--- src/rtl/assert_macros.svh ---
// assertion macros shared by the rtl of the binomial coefficient unit
// every macro expects clk and rst (synchronous, active high) in scope
`ifndef ASSERT_MACROS_SVH
`define ASSERT_MACROS_SVH

// same-cycle implication
`define ASSERT_IMPLIES(label, ante, cons, msg) \
  label: assert property (@(posedge clk) disable iff (rst) (ante) |-> (cons)) \
    else $error(msg);

// next-cycle implication
`define ASSERT_NEXT(label, ante, cons, msg) \
  label: assert property (@(posedge clk) disable iff (rst) (ante) |=> (cons)) \
    else $error(msg);

`endif

--- src/rtl/bci_pkg.sv ---
// shared types for the binomial coefficient unit
// used by bci_shared_unit and binomial_coefficient_iterative_unit, no dependencies
package bci_pkg;

  // operation of the shared multiply/divide unit
  typedef enum logic {
    OP_MUL = 1'b0,
    OP_DIV = 1'b1
  } op_t;

  // command from the sequencer to the shared unit
  typedef struct packed {
    logic start;
    op_t  op;
  } unit_cmd_t;

  // status from the shared unit back to the sequencer
  typedef struct packed {
    logic busy;
    logic done;
  } unit_sts_t;

endpackage

--- src/rtl/bci_req_if.sv ---
// request channel of the binomial coefficient unit: valid/ready plus n and k
// no dependencies
interface bci_req_if #(
  parameter int DATA_WIDTH = 32
) ();
  logic                  valid;
  logic                  ready;
  logic [DATA_WIDTH-1:0] total_items;
  logic [DATA_WIDTH-1:0] group_size;

  modport source (output valid, output total_items, output group_size, input ready);
  modport sink   (input valid, input total_items, input group_size, output ready);
endinterface

--- src/rtl/bci_rsp_if.sv ---
// response channel of the binomial coefficient unit: valid/ready plus the result
// no dependencies
interface bci_rsp_if #(
  parameter int DATA_WIDTH = 32
) ();
  logic                  valid;
  logic                  ready;
  logic [DATA_WIDTH-1:0] combinations;

  modport source (output valid, output combinations, input ready);
  modport sink   (input valid, input combinations, output ready);
endinterface

--- src/rtl/bci_shared_unit.sv ---
// bit-serial multiply (low half) and restoring divide on one shared adder
// one bit per cycle; uses bci_pkg, assert_macros.svh
`include "assert_macros.svh"

module bci_shared_unit #(
  parameter int DATA_WIDTH = 32
) (
  input  logic                    clk,
  input  logic                    rst,
  input  bci_pkg::unit_cmd_t      cmd,
  input  logic [DATA_WIDTH-1:0]   opa,
  input  logic [DATA_WIDTH-1:0]   opb,
  output bci_pkg::unit_sts_t      sts,
  output logic [DATA_WIDTH-1:0]   result
);

  localparam int CW = $clog2(DATA_WIDTH);
  localparam logic [CW-1:0] LAST_STEP = CW'(DATA_WIDTH - 1);

  logic                  busy;
  logic                  done;
  logic [CW-1:0]         cnt;
  bci_pkg::op_t          op;
  logic [DATA_WIDTH-1:0] acc;   // product or partial remainder
  logic [DATA_WIDTH-1:0] sh;    // multiplier bits out, quotient bits in
  logic [DATA_WIDTH-1:0] opnd;  // multiplicand or divisor

  logic [DATA_WIDTH:0]   add_x;
  logic [DATA_WIDTH:0]   add_y;
  logic                  add_sub;
  logic [DATA_WIDTH+1:0] add_sum;
  logic                  neg;

  always_comb begin
    if (op == bci_pkg::OP_MUL) begin
      // msb-first shift-add, only the low half is kept
      add_x   = {1'b0, acc[DATA_WIDTH-2:0], 1'b0};
      add_y   = sh[DATA_WIDTH-1] ? {1'b0, opnd} : '0;
      add_sub = 1'b0;
    end else begin
      add_x   = {acc, sh[DATA_WIDTH-1]};
      add_y   = {1'b0, opnd};
      add_sub = 1'b1;
    end
    add_sum = {1'b0, add_x} + ({1'b0, add_y} ^ {(DATA_WIDTH+2){add_sub}})
              + (DATA_WIDTH+2)'(add_sub);
    neg     = add_sum[DATA_WIDTH+1];
  end

  always_ff @(posedge clk) begin
    if (rst) begin
      busy <= 1'b0;
      done <= 1'b0;
      cnt  <= '0;
    end else begin
      done <= !cmd.start && busy && (cnt == LAST_STEP);
      if (cmd.start) begin
        busy <= 1'b1;
        cnt  <= '0;
      end else if (busy) begin
        cnt <= cnt + CW'(1);
        if (cnt == LAST_STEP) begin
          busy <= 1'b0;
        end
      end
    end
  end

  always_ff @(posedge clk) begin
    if (cmd.start) begin
      op   <= cmd.op;
      acc  <= '0;
      sh   <= opa;
      opnd <= opb;
    end else if (busy) begin
      sh <= {sh[DATA_WIDTH-2:0], (op == bci_pkg::OP_DIV) && !neg};
      if (op == bci_pkg::OP_DIV && neg) begin
        // restore: shifted remainder stays below the divisor
        acc <= add_x[DATA_WIDTH-1:0];
      end else begin
        acc <= add_sum[DATA_WIDTH-1:0];
      end
    end
  end

  assign result = (op == bci_pkg::OP_MUL) ? acc : sh;
  assign sts    = '{busy: busy, done: done};

  `ASSERT_IMPLIES(a_start_when_free, cmd.start, !busy, "start while unit busy")
  `ASSERT_NEXT(a_start_sets_busy, cmd.start, busy, "unit did not start")
  `ASSERT_IMPLIES(a_done_after_busy, done, !busy, "done raised while still busy")

endmodule

--- src/rtl/binomial_coefficient_iterative_unit.sv ---
// n choose k by the multiplicative formula, products wrapped to DATA_WIDTH bits
// k > n, k == 0 and k == 1 are answered without the shared unit; otherwise the unit
//   runs up to k-1 passes (stops early when the running value hits zero)
// each pass is one bit-serial multiply and one bit-serial divide on the shared adder
// ready only while idle, so one request at a time; result in an output register
// reset (rst, synchronous) returns to idle and drops the output valid
`include "assert_macros.svh"

module binomial_coefficient_iterative_unit #(
  parameter int DATA_WIDTH = 32
) (
  input  logic    clk,
  input  logic    rst,
  bci_req_if.sink req,
  bci_rsp_if.source rsp
);

  typedef enum logic [3:0] {
    ST_IDLE = 4'b0001,
    ST_MUL  = 4'b0010,
    ST_DIV  = 4'b0100,
    ST_DONE = 4'b1000
  } state_t;

  state_t                state;
  logic [DATA_WIDTH-1:0] k_val;
  logic [DATA_WIDTH-1:0] i_val;  // current divisor
  logic [DATA_WIDTH-1:0] fac;    // current factor n - i + 1
  logic [DATA_WIDTH-1:0] res;
  logic                  rsp_valid;
  logic [DATA_WIDTH-1:0] rsp_data;

  bci_pkg::unit_cmd_t    cmd;
  bci_pkg::unit_sts_t    sts;
  logic [DATA_WIDTH-1:0] opa;
  logic [DATA_WIDTH-1:0] opb;
  logic [DATA_WIDTH-1:0] unit_res;

  logic                  accept;
  logic                  k_gt_n;
  logic                  k_zero;
  logic                  k_one;
  logic                  finish;
  logic                  load_rsp;

  assign accept   = req.valid && req.ready;
  assign k_gt_n   = req.group_size > req.total_items;
  assign k_zero   = req.group_size == '0;
  assign k_one    = req.group_size == DATA_WIDTH'(1);
  assign finish   = (unit_res == '0) || (i_val == k_val);
  assign load_rsp = (state == ST_DONE) && (!rsp_valid || rsp.ready);

  bci_shared_unit #(
    .DATA_WIDTH(DATA_WIDTH)
  ) u_unit (
    .clk    (clk),
    .rst    (rst),
    .cmd    (cmd),
    .opa    (opa),
    .opb    (opb),
    .sts    (sts),
    .result (unit_res)
  );

  // unit commands are issued on the cycle of the transition
  always_comb begin
    cmd = '{start: 1'b0, op: bci_pkg::OP_MUL};
    opa = unit_res;
    opb = fac - DATA_WIDTH'(1);
    unique case (state)
      ST_IDLE: begin
        opa = req.total_items;
        opb = req.total_items - DATA_WIDTH'(1);
        if (accept && !k_gt_n && !k_zero && !k_one) begin
          cmd = '{start: 1'b1, op: bci_pkg::OP_MUL};
        end
      end
      ST_MUL: begin
        opb = i_val;
        if (sts.done) begin
          cmd = '{start: 1'b1, op: bci_pkg::OP_DIV};
        end
      end
      ST_DIV: begin
        if (sts.done && !finish) begin
          cmd = '{start: 1'b1, op: bci_pkg::OP_MUL};
        end
      end
      ST_DONE: begin
        cmd = '{start: 1'b0, op: bci_pkg::OP_MUL};
      end
      default: begin
        cmd = '{start: 1'b0, op: bci_pkg::OP_MUL};
      end
    endcase
  end

  always_ff @(posedge clk) begin
    if (rst) begin
      state <= ST_IDLE;
    end else begin
      unique case (state)
        ST_IDLE: begin
          if (accept) begin
            if (k_gt_n || k_zero || k_one) begin
              state <= ST_DONE;
            end else begin
              state <= ST_MUL;
            end
          end
        end
        ST_MUL: begin
          if (sts.done) begin
            state <= ST_DIV;
          end
        end
        ST_DIV: begin
          if (sts.done) begin
            state <= finish ? ST_DONE : ST_MUL;
          end
        end
        ST_DONE: begin
          // wait for the output register to free up
          if (load_rsp) begin
            state <= ST_IDLE;
          end
        end
        default: begin
          state <= ST_IDLE;
        end
      endcase
    end
  end

  always_ff @(posedge clk) begin
    if (rst) begin
      rsp_valid <= 1'b0;
    end else if (load_rsp) begin
      rsp_valid <= 1'b1;
    end else if (rsp.ready) begin
      rsp_valid <= 1'b0;
    end
  end

  always_ff @(posedge clk) begin
    if (state == ST_IDLE && accept) begin
      k_val <= req.group_size;
      i_val <= DATA_WIDTH'(2);
      fac   <= req.total_items - DATA_WIDTH'(1);
      if (k_gt_n) begin
        res <= '0;
      end else if (k_zero) begin
        res <= DATA_WIDTH'(1);
      end else begin
        res <= req.total_items;
      end
    end else if (state == ST_DIV && sts.done) begin
      res <= unit_res;
      if (!finish) begin
        i_val <= i_val + DATA_WIDTH'(1);
        fac   <= fac - DATA_WIDTH'(1);
      end
    end
    if (load_rsp) begin
      rsp_data <= res;
    end
  end

  assign req.ready        = state == ST_IDLE;
  assign rsp.valid        = rsp_valid;
  assign rsp.combinations = rsp_data;

  `ASSERT_IMPLIES(a_done_in_op, sts.done, (state == ST_MUL) || (state == ST_DIV), "stray done")
  `ASSERT_IMPLIES(a_idle_unit_quiet, state == ST_IDLE, !sts.busy, "unit busy while idle")
  `ASSERT_NEXT(a_accept_leaves_idle, accept, state != ST_IDLE, "transfer did not start work")

endmodule

--- src/flat_wrapper.sv ---
// flat-port wrapper written by rule: the top's interface ports become plain ports
module binomial_coefficient_iterative_unit_flat 
#(
  parameter int DATA_WIDTH = 32
)
  (clk, rst, req_valid, req_total_items, req_group_size, req_ready, rsp_valid, rsp_combinations, rsp_ready);
  bci_req_if #(.DATA_WIDTH(DATA_WIDTH)) req_i ();
  bci_rsp_if #(.DATA_WIDTH(DATA_WIDTH)) rsp_i ();
  input  logic clk;
  input  logic rst;
  input wire logic [$bits(req_i.valid)-1:0] req_valid;
  input wire logic [$bits(req_i.total_items)-1:0] req_total_items;
  input wire logic [$bits(req_i.group_size)-1:0] req_group_size;
  output wire logic [$bits(req_i.ready)-1:0] req_ready;
  output wire logic [$bits(rsp_i.valid)-1:0] rsp_valid;
  output wire logic [$bits(rsp_i.combinations)-1:0] rsp_combinations;
  input wire logic [$bits(rsp_i.ready)-1:0] rsp_ready;
  assign req_i.valid = req_valid;
  assign req_i.total_items = req_total_items;
  assign req_i.group_size = req_group_size;
  assign req_ready = req_i.ready;
  assign rsp_valid = rsp_i.valid;
  assign rsp_combinations = rsp_i.combinations;
  assign rsp_i.ready = rsp_ready;
  binomial_coefficient_iterative_unit #(.DATA_WIDTH(DATA_WIDTH)) u_core (.clk(clk), .rst(rst), .req(req_i), .rsp(rsp_i));
endmodule
--- config.mk ---
export PLATFORM = sky130hd
export DESIGN_NAME = binomial_coefficient_iterative_unit_flat
export DESIGN_NICKNAME = d
export VERILOG_FILES = /design/src/rtl/bci_pkg.sv /design/src/rtl/bci_req_if.sv /design/src/rtl/bci_rsp_if.sv /design/src/rtl/bci_shared_unit.sv /design/src/rtl/binomial_coefficient_iterative_unit.sv /design/src/flat_wrapper.sv
export VERILOG_INCLUDE_DIRS = /design/src /design/src/rtl
export SDC_FILE = /design/constraint.sdc
export NUM_CORES = 1
export LEC_CHECK = 0
export ABC_AREA = 1
export ABC_CLOCK_PERIOD_IN_PS = 6150
export BUFFER_PORTS_ARGS = -buffer_cell sky130_fd_sc_hd__buf_2
export CORE_ASPECT_RATIO = 1.1
export CORE_MARGIN = 5
export CORE_UTILIZATION = 43
export CTS_BUF_LIST = sky130_fd_sc_hd__clkbuf_4 sky130_fd_sc_hd__clkbuf_8
export CTS_CLUSTER_DIAMETER = 100
export DETAILED_ROUTE_END_ITERATION = 6
export GPL_TIMING_DRIVEN = 0
export PLACE_DENSITY = 0.64
export RECOVER_POWER = 50
export SYNTH_ARGS = -nofsm -noshare
export SYNTH_HDL_FRONTEND = slang
export SYNTH_SLANG_ARGS = --single-unit
export TNS_END_PERCENT = 100
--- constraint.sdc ---
create_clock -name clk -period 6.15 [get_ports clk]
set_input_delay 0.3075 -clock clk [delete_from_list [all_inputs] [get_ports clk]]
set_output_delay 0.3075 -clock clk [all_outputs]
set_load 0.05 [all_outputs]
==> impl_metrics.env <==
export IMPL_num_fill_cells=4092
export IMPL_die_y_um=223
export IMPL_timing_fmax_mhz=218
export IMPL_grt_pass1_vias=16100
export IMPL_peakVddDrop_mv=0.187
export IMPL_total_power_mw=8.35
export IMPL_synth_main_ff_cell="edfxtp_1"
export IMPL_ys_warn_count=0
export IMPL_first_pass_iters=6
export IMPL_synth_cell_types=47
export IMPL_synth_seq_cells=269
export IMPL_cts_htree_levels=2
export IMPL_multi_input_area_um2=8940
export IMPL_syn_area_per_cell_um2=7.58
export IMPL_placedInstanceArea_um2=19000
export IMPL_synth_nets=2477
export IMPL_drive_above_1_share_pct=7.12
export IMPL_status="finished, violations left"
export IMPL_cts_tree="done"
export IMPL_synth_top_cell_by_area="edfxtp_1"
export IMPL_maxSlewHeadroom_pct=-77.2
export IMPL_layout_nets=2666
export IMPL_cellLeakagePower_nw=8.63
export IMPL_synth_enable_flop_cells=193
export IMPL_synth_xor_area_share_pct=7.70
export IMPL_post_cts_buffers=0
export IMPL_fin_crit_sh_pct=74.5
export IMPL_synth_compound_area_share_pct=11.3
export IMPL_drc=0
export IMPL_hold_class="input port to flop"
export IMPL_syn_inst=2340
export IMPL_synthSimpleGateAreaFrac_pct=26.4
export IMPL_path_max_fanout=10
export IMPL_powerDensity_nw_per_um2=414
export IMPL_synth_area_um2=17700
export IMPL_hold_viol=0
export IMPL_skew_ns=0.0616
export IMPL_initial_core_util_pct=43.3
export IMPL_yosysMostFrequentCell="nand2_1"
export IMPL_track_usage_pct=27.5
export IMPL_worstSetupPathType="flop to flop"
export IMPL_rows=78
export IMPL_setup_viol=0
export IMPL_ioPinCount=102
export IMPL_seq_area_frac_synth_pct=41.2
export IMPL_end_kind="flop"
export IMPL_dieArea_um2=45400
export IMPL_drt_initial_drc_count=1531
export IMPL_vias=16700
export IMPL_synth_top_family_by_area="simple AND/OR/NAND/NOR gates"
export IMPL_syn_to_final_growth_pct=13.6
export IMPL_vias_per_cell=5.42
export IMPL_worst_pin_slew_ns=2.65
export IMPL_antenna_found_initial=0
export IMPL_stdcell_area_um2=20200
export IMPL_clkLatencyLatePin_ns=0.65
export IMPL_diodes=0
export IMPL_port_buffers=101
export IMPL_dp_hpwl_um=51200
export IMPL_cts_root_buf="clkbuf_8"
export IMPL_grt_max_degree=43
export IMPL_regArea_um2=7320
export IMPL_cp_slowest_cell="buf_1"
export IMPL_critPathRequiredTime_ns=6.68
export IMPL_core_um2=41000
export IMPL_grt_pass1_wl_um=95400
export IMPL_cap_violations=3
export IMPL_synth_common_cells="nand2_1, inv_1, edfxtp_1, nor2_1, xor2_1"
export IMPL_synth_adder_area_share_pct=4.91
export IMPL_synth_top_area_share_pct=32.7
export IMPL_synthArstFlopShare_pct=0
export IMPL_drt_wl_total_um=64300
export IMPL_muxShareOfSynthArea_pct=0.113
export IMPL_cp_slowest_stage_delay_ns=0.56
export IMPL_ctsResizeCount=0
export IMPL_antenna_left=0
export IMPL_gp_congestion=0.946
export IMPL_cts_hold_buf=35
export IMPL_slew_violations=74
export IMPL_final_setup_tns_ns=0
export IMPL_crit_path_start_kind="flop"
export IMPL_cts_made_buffers=49
export IMPL_violations="capacitance limit, slew limit"
export IMPL_path_clk_slew_ns=0.06
export IMPL_wl_per_cell_um=20.8
export IMPL_period_needed_ns=4.58
export IMPL_dp_cells=2963
export IMPL_die_x_um=204
export IMPL_worstPathCellList="clkbuf_1 -> buf_4 -> clkbuf_1 -> buf_1 -> xor2_1 -> nand2_1 -> inv_1 -> ha_1 -> a21oi_1 -> o21ai_0 -> o21bai_1 -> a21oi_2 -> clkbuf_1 -> nand4_1 -> nand2_1 -> nand2_1 -> a21oi_2"
export IMPL_rsz0062_at_grt="no"
export IMPL_grt_ovfl_total=0
export IMPL_synth_area_leaders="edfxtp_1, nand2_1, dfxtp_1, xor2_1, inv_1"
export IMPL_clock_sinks=269
export IMPL_fin_cells=3090
export IMPL_cts_max_path_buffers=3
export IMPL_arrival_ns=5.11
worst max-delay path: cells and delay by family, from the launching register on:
| kind | cells | cell delay [ns] |
|---|---|---|
| and+or+nand+nor | 4 | 0.39 |
| DFF | 1 | 0.33 |
| xor gates and xnor gates | 1 | 0.20 |
| AOI/OAI and AO/OA | 5 | 1.19 |
| adders and majority gates | 1 | 0.30 |
| buffers and inverters | 6 | 2.05 |
worst paths after layout:
| path | cells after the start | endpoint | slack [ns] | startpoint |
|---|---|---|---|---|
| worst max-delay path | 17 | u_core.u_unit.acc[23]$_SDFFE_PP0P_ | 1.57 | u_core.u_unit.op$_DFFE_PP_ |
| worst min-delay path | 2 | u_core.res[19]$_DFFE_PP_ | 0.04 | req_total_items[19] |
| worst max register to register | 17 | u_core.u_unit.acc[23]$_SDFFE_PP0P_ | 1.57 | u_core.u_unit.op$_DFFE_PP_ |
| worst min register to register | 0 | u_core.rsp.combinations[29]$_DFFE_PP_ | 0.41 | u_core.res[29]$_DFFE_PP_ |
registers in the layout, indices dropped and copies added (netlist names):
name                     flops
u_core.k_val                32
u_core.rsp.combinations     32
u_core.u_unit.opnd          32
u_core.u_unit.op             1
u_core.fac                  32
u_core.rsp.valid             1
u_core.u_unit.busy           1
u_core.state                 4
u_core.u_unit.acc           32
u_core.i_val                32
u_core.u_unit.cnt            5
u_core.u_unit.sh            32
u_core.u_unit.done           1
u_core.res                  32
report_power, final:
part | internal (mW) | total (mW) | switching (mW) | leakage (nW)
clock network | 0.950 | 1.77 | 0.816 | 0.534
registers | 2.61 | 2.95 | 0.335 | 2.44
logic | 1.10 | 3.64 | 2.54 | 5.65
total | 4.66 | 8.35 | 3.69 | 8.63
metal layers:
layer | global-route usage, % | wire length (µm)
met1 | 34.4 | 25900
met3 | 4.33 | 4470
met2 | 45.4 | 29500
met5 | 0 | 0
met4 | 15.6 | 4450
cell families after synthesis:
kind of cell	count (synthesis)
AO/OA/AOI/OAI	339
flip-flops	269
multiplexers	2
XOR/XNOR	156
AND/OR/NAND/NOR	1135
buffers and inverters	370
adder cells (fa/ha/maj)	69
cells in the final DEF, fill, tap and decap left out, drive strengths merged, types with 3 or more instances in the layout:
cell,synthesis,routed
edfxtp,193,193
nand4,58,58
xnor2,39,39
nor4,17,17
dfxtp,76,76
inv,273,275
a21oi,113,113
or2,4,4
o22ai,10,10
ha,68,68
dlygate4sd3,0,35
nand3,75,75
nor2,170,170
clkinv,3,18
clkbuf,55,203
o21ai,157,157
nand2,743,743
a21o,3,3
nor3,61,61
o221ai,14,14
o211ai,12,12
xor2,117,117
a22o,18,18
o21bai,6,6
buf,39,66
final cells by class:
cell class / count / share of cell area [%]
well taps: 520 / 3.23
repair buffers: 138 / 3.95
inverters: 276 / 5.14
plain buffers: 94 / 2.10
multi-input cells: 1701 / 44.4
clock inverters: 20 / 0.645
flip-flops and latches: 269 / 36.3
clock buffers: 72 / 4.29
per-stage QoR:
| step | worst slack (ns) | utilization [%] | hold WS (ns) |
|---|---|---|---|
| 6_report | 1.57 | 49.2 | 0.0362 |
| 3_5_place_dp | 1.84 | 46.3 | 0.405 |
| 4_1_cts | 1.80 | 49.6 | 0.00142 |
| 2_1_floorplan | 2.80 | - | 0.377 |
| 5_1_grt | 1.26 | 49.2 | 0.0370 |
| 3_3_place_gp | 1.63 | 46.1 | 0.403 |
(Power assumes the default switching activity.)
